$ cat src/rtl/core/vsu_ram.sv
// Generic single-write, single-read RAM with registered read data.
// No dependencies.
module vsu_ram #(
  parameter int WIDTH = 32,
  parameter int DEPTH = 16
) (
  input  logic                                clk,
  input  logic                                we,
  input  logic [(DEPTH > 1 ? $clog2(DEPTH) : 1)-1:0] waddr,
  input  logic [WIDTH-1:0]                    wdata,
  input  logic                                re,
  input  logic [(DEPTH > 1 ? $clog2(DEPTH) : 1)-1:0] raddr,
  output logic [WIDTH-1:0]                    rdata
);

  logic [WIDTH-1:0] mem [DEPTH];

  // Write port
  always_ff @(posedge clk) begin
    if (we) begin
      mem[waddr] <= wdata;
    end
  end

  // Registered read, held while not enabled
  always_ff @(posedge clk) begin
    if (re) begin
      rdata <= mem[raddr];
    end
  end

endmodule

$ cat config.mk
export PLATFORM = sky130hd
export DESIGN_NAME = vsu_ram
export DESIGN_NICKNAME = d
export VERILOG_FILES = /design/src/rtl/core/vsu_ram.sv
export SDC_FILE = /design/constraint.sdc
export NUM_CORES = 1
export LEC_CHECK = 0
export ABC_AREA = 1
export BUFFER_PORTS_ARGS = -buffer_cell sky130_fd_sc_hd__buf_2
export CAP_MARGIN = 20
export CELL_PAD_IN_SITES_DETAIL_PLACEMENT = 0
export CELL_PAD_IN_SITES_GLOBAL_PLACEMENT = 2
export CORE_UTILIZATION = 45
export CTS_CLUSTER_DIAMETER = 150
export DETAILED_ROUTE_END_ITERATION = 10
export GPL_TIMING_DRIVEN = 0
export PLACE_DENSITY_LB_ADDON = 0.08
export SYNTH_ARGS = -nofsm -noshare
export SYNTH_HDL_FRONTEND = slang
export SYNTH_SLANG_ARGS = --single-unit
$ cat constraint.sdc
create_clock -name clk -period 5 [get_ports clk]
set_clock_uncertainty 0.1 [all_clocks]
set_input_delay 0.25 -clock clk [delete_from_list [all_inputs] [get_ports clk]]
set_output_delay 0.25 -clock clk [all_outputs]
set_load 0.005 [all_outputs]
# Word level (Yosys, flattened, before mapping)
# Memories as Yosys holds them, arrays and structs flattened. A register that Yosys moved wholly into a read port is not among the register bits.
# Cells that the tools add are included.
[classes]
mux = 2
[op_table]
columns = ["operator", "count"]
rows = [
  ["2-to-1 mux 1 bit", 2],
]
[word_totals]
register_bits = 0
mem_bits_rw = 512
elab_cells = 3
mem_count = 1
[mem_list]
columns = ["name", "depth", "width", "read_ports", "rd_ports_with_merged_regs", "wr", "line", "rtl"]
rows = [
  ["mem", 16, 32, 1, 1, 1, "16", "logic [WIDTH-1:0] mem [DEPTH];"],
]

# Logic depth before layout (Yosys ltp)
[logic_depth]
word_depth = 2
ltp_mapped = 10

# Worst setup path after synthesis
# Ideal clock, no wire load.
[synth_path]
path_type = "input to register"
from = "in waddr[2] in the netlist's numbering"
to = "mem mem[10][0] (enable)"
setup_time_ns = 0.421
arrival_ns = 1.822
t_required_ns = 4.479
setup_slack_ns = 2.657
stages = 2
path_buffers = 0
path_cell_list = "nand3b_1 nor2_1"
[synth_lines]
columns = ["item", "line", "rtl"]
rows = [
  ["start, declared", "9", "input logic [(DEPTH > 1 ? $clog2(DEPTH) : 1)-1:0] waddr,"],
  ["end, declared", "16", ""],
]
# No word-level cell before the write port.

==> flow_summary.yaml <==
cells_and_area:
  nFillCells: 4354
  layout.cells.non_filler: 3014
  nets: 2343
  antenna_cells: 0
  final_area_sq_um: 26700
  syn_to_final_growth_pct: 15.9
  drive_above_1_share_pct: 10.9
hold_path:
  hold_class: "input pin to register"
timing:
  setup_slack_ns: 3.34
  rsz0062_at_grt: "no"
  finalCriticalPeriod_ns: 1.66
  holdWs_ns: 0.0995
  final_max_slew_viol_count: 0
  fin_crit_sh_pct: 33.2
  slew-limit-headroom_pct: 26.5
  tightest_slew_ns: 1.10
  fmax_mhz: 602
  hold_viol_final: 0
  fin_tns_setup_ns: 0
  setup_viol: 0
setup_path:
  crit_type: "input pin to register"
  startpoint: "raddr[3]"
  crit_path_end_kind: "register"
  crit_fanout: 10
  r2r_cells: 6
  timing.rr.start: "mem[3][15]$_DFFE_PP_"
  arrival_ns: 2.03
  r2r-end: "rdata[15]$_DFFE_PP_"
  ff2ff_setup_slack_ns: 3.69
  cp-endpoint: "rdata[15]$_DFFE_PP_"
  cp.required_ns: 5.37
  start_kind: "input pin"
routing:
  ant_nets: 0
  wirelength_um: 65700
  drtIter0Drc: 1277
  routed_via_density: 4.98
  drc: 0
  firstDrtPassIters: 7
  wl_per_cell_um: 21.8
  num_vias: 15014
global_route:
  grt_pass1_vias: 14170
  grt_pass1_wl_um: 95400
  antenna_found_initial: 0
  grt.overflow.total: 0
  grt_start_max_net_pins: 33
  grt_util_all_layers_pct: 25.6
placement:
  dp_cells: 2880
  postPlaceCellArea_sq_um: 24700
  io_buffers: 72
  dpl.hpwl_um: 42100
  place_ws_ns: 2.75
  gp_congestion: 0.777
floorplanning:
  fp.dieH_um: 228
  dieArea_sq_um: 52100
  boundaryPins: 75
  row_count: 82
  die_w_um: 228
  initial_utilization_pct: 45.8
  coreArea_sq_um: 50400
yosys:
  synth_compound_area_share_pct: 0
  yosysTopAreaCellShare_pct: 70.9
  yosys_warnings: 0
  synth_top_area_cell: "edfxtp_1"
  synthMostInstantiatedCell: "nand2_1"
  yosys.area_share.simple_pct: 19.7
  syn_avg_cell_area_sq_um: 10.9
  yosys.area_share.adder_pct: 0
  synth.top_cells.by_count: "nand2_1 (677), edfxtp_1 (544), inv_1 (388)"
  synthesis.area_sq_um: 23100
  synthArstFlopShare_pct: 0
  synthMuxAreaShare_pct: 0
  synth_area_leaders: "edfxtp_1 (71%), nand2_1 (11%), nand3_1 (8.4%), inv_1 (6.3%), buf_6 (1.4%)"
  synth-xor-area-share_pct: 0
  syn_inst: 2120
  yosysUniqueCellTypes: 14
  synth_flop_cell: "edfxtp_1"
  syn_nets: 2163
  synth_edf_count: 544
  synth_seq_cells: 544
  synth_top_family_by_area: "simple AND/OR/NAND/NOR gates"
  seq_area_frac_synth_pct: 70.9
cts:
  cts_buffers: 57
  root_buffer: "clkbuf_16"
  cts-htree-levels: 2
  clk_path_buf_depth: 3
  clkSlewWorstSetupHoldPaths_ns: 0.06
  cts_tree: "done"
  clk_latency_ns: 0.61
  cts.repair.resized: 0
  clock-sinks: 544
pwr:
  powerDensity_nw_per_um2: 365
  ir_drop_mv: 0.290
  p_leak_nw: 11.3
run:
  drv_cap: 0
status:
  status: "complete, no violations"
==> through the flow <==
| step | total power, mW | util, % |
|---|---|---|
| after CTS | 9.82 | 53.0 |
| after global routing | 10.1 | 53.0 |
| after detailed placement | 5.94 | 49.0 |
| final | 9.76 | 53.0 |
| after global placement | 5.92 | 48.1 |
| after floorplan | 5.61 | - |
==> how the worst min path moves through the flow <==
| stage | startpoint | endpoint | slack, ns | depth (start not counted) |
|---|---|---|---|---|
| 6_report | re | rdata[30]$_DFFE_PP_ | 0.1 | 1 |
| 5_1_grt | re | rdata[30]$_DFFE_PP_ | 0.1 | 1 |
| 4_1_cts | raddr[2] | rdata[3]$_DFFE_PP_ | 0.17 | 5 |
| 3_5_place_dp | wdata[20] | mem[10][20]$_DFFE_PP_ | 0.54 | 1 |
| 3_3_place_gp | wdata[4] | mem[9][4]$_DFFE_PP_ | 0.53 | 1 |
| 2_1_floorplan | wdata[0] | mem[0][0]$_DFFE_PP_ | 0.25 | 0 |
==> flip-flops by register name, summed over array words and instances, names as in the netlist <==
| signal | flops |
|---|---|
| rdata | 32 |
| mem | 512 |
==> placed cells by master (no fill, tap or decap), types with 2 or more instances in the layout <==
master / netlist / routed
clkinv_1: 0 / 15
buf_1: 14 / 14
buf_2: 41 / 113
nor2_4: 0 / 16
buf_6: 29 / 29
nand3b_1: 2 / 2
clkbuf_1: 14 / 29
clkbuf_16: 0 / 59
dlygate4sd3_1: 0 / 32
clkinv_2: 0 / 10
buf_12: 1 / 17
edfxtp_1: 544 / 544
buf_4: 6 / 6
inv_1: 388 / 388
nand3_1: 385 / 385
nand2_1: 677 / 677
==> metal layers <==
layer | vias to the layer above | global-route usage (%) | share of wire (%)
met5 | - | 0 | 0
met4 | 0 | 8.81 | 3.0
met3 | 114 | 4.53 | 6.2
met2 | 486 | 40.5 | 46
met1 | 7181 | 35.7 | 45
li1 | 7233 | - | -
==> where the power goes <==
| part | internal [mW] | switching (mW) | total (mW) |
|---|---|---|---|
| clock network | 2.19 | 1.71 | 3.89 |
| registers | 5.14 | 0.0222 | 5.16 |
| logic | 0.208 | 0.497 | 0.705 |
| total | 7.53 | 2.23 | 9.76 |
==> critical path, stage by stage <==
cell	delay, ns
clkbuf_1	0.28
inv_1	0.32
buf_1	0.68
nand3_1	0.33
nand2_1	0.15
==> timing repair <==
| action | 4_1_cts | 5_1_grt |
|---|---|---|
| hold buffers | 32 | 0 |
| endpoints found under the setup margin | 0 | 0 |
| buffers inserted | 0 | 0 |
| hold endpoints to repair | 512 | 0 |
==> cell type report <==
type / count / area, sq um / area share (%)
repair buffers: 121 / 1030 / 3.85
multi-input cells: 1081 / 4670 / 17.5
flip-flops and latches: 544 / 16300 / 61.1
well taps: 672 / 841 / 3.15
plain buffers: 105 / 702 / 2.63
clock inverters: 27 / 145 / 0.543
inverters: 390 / 1470 / 5.49
clock buffers: 74 / 1530 / 5.74
==> cells by family after synthesis <==
logic type,after synthesis
AND/OR/NAND/NOR,1081
flip-flops,544
buffers and inverters,495
(Power assumes the default switching activity.)
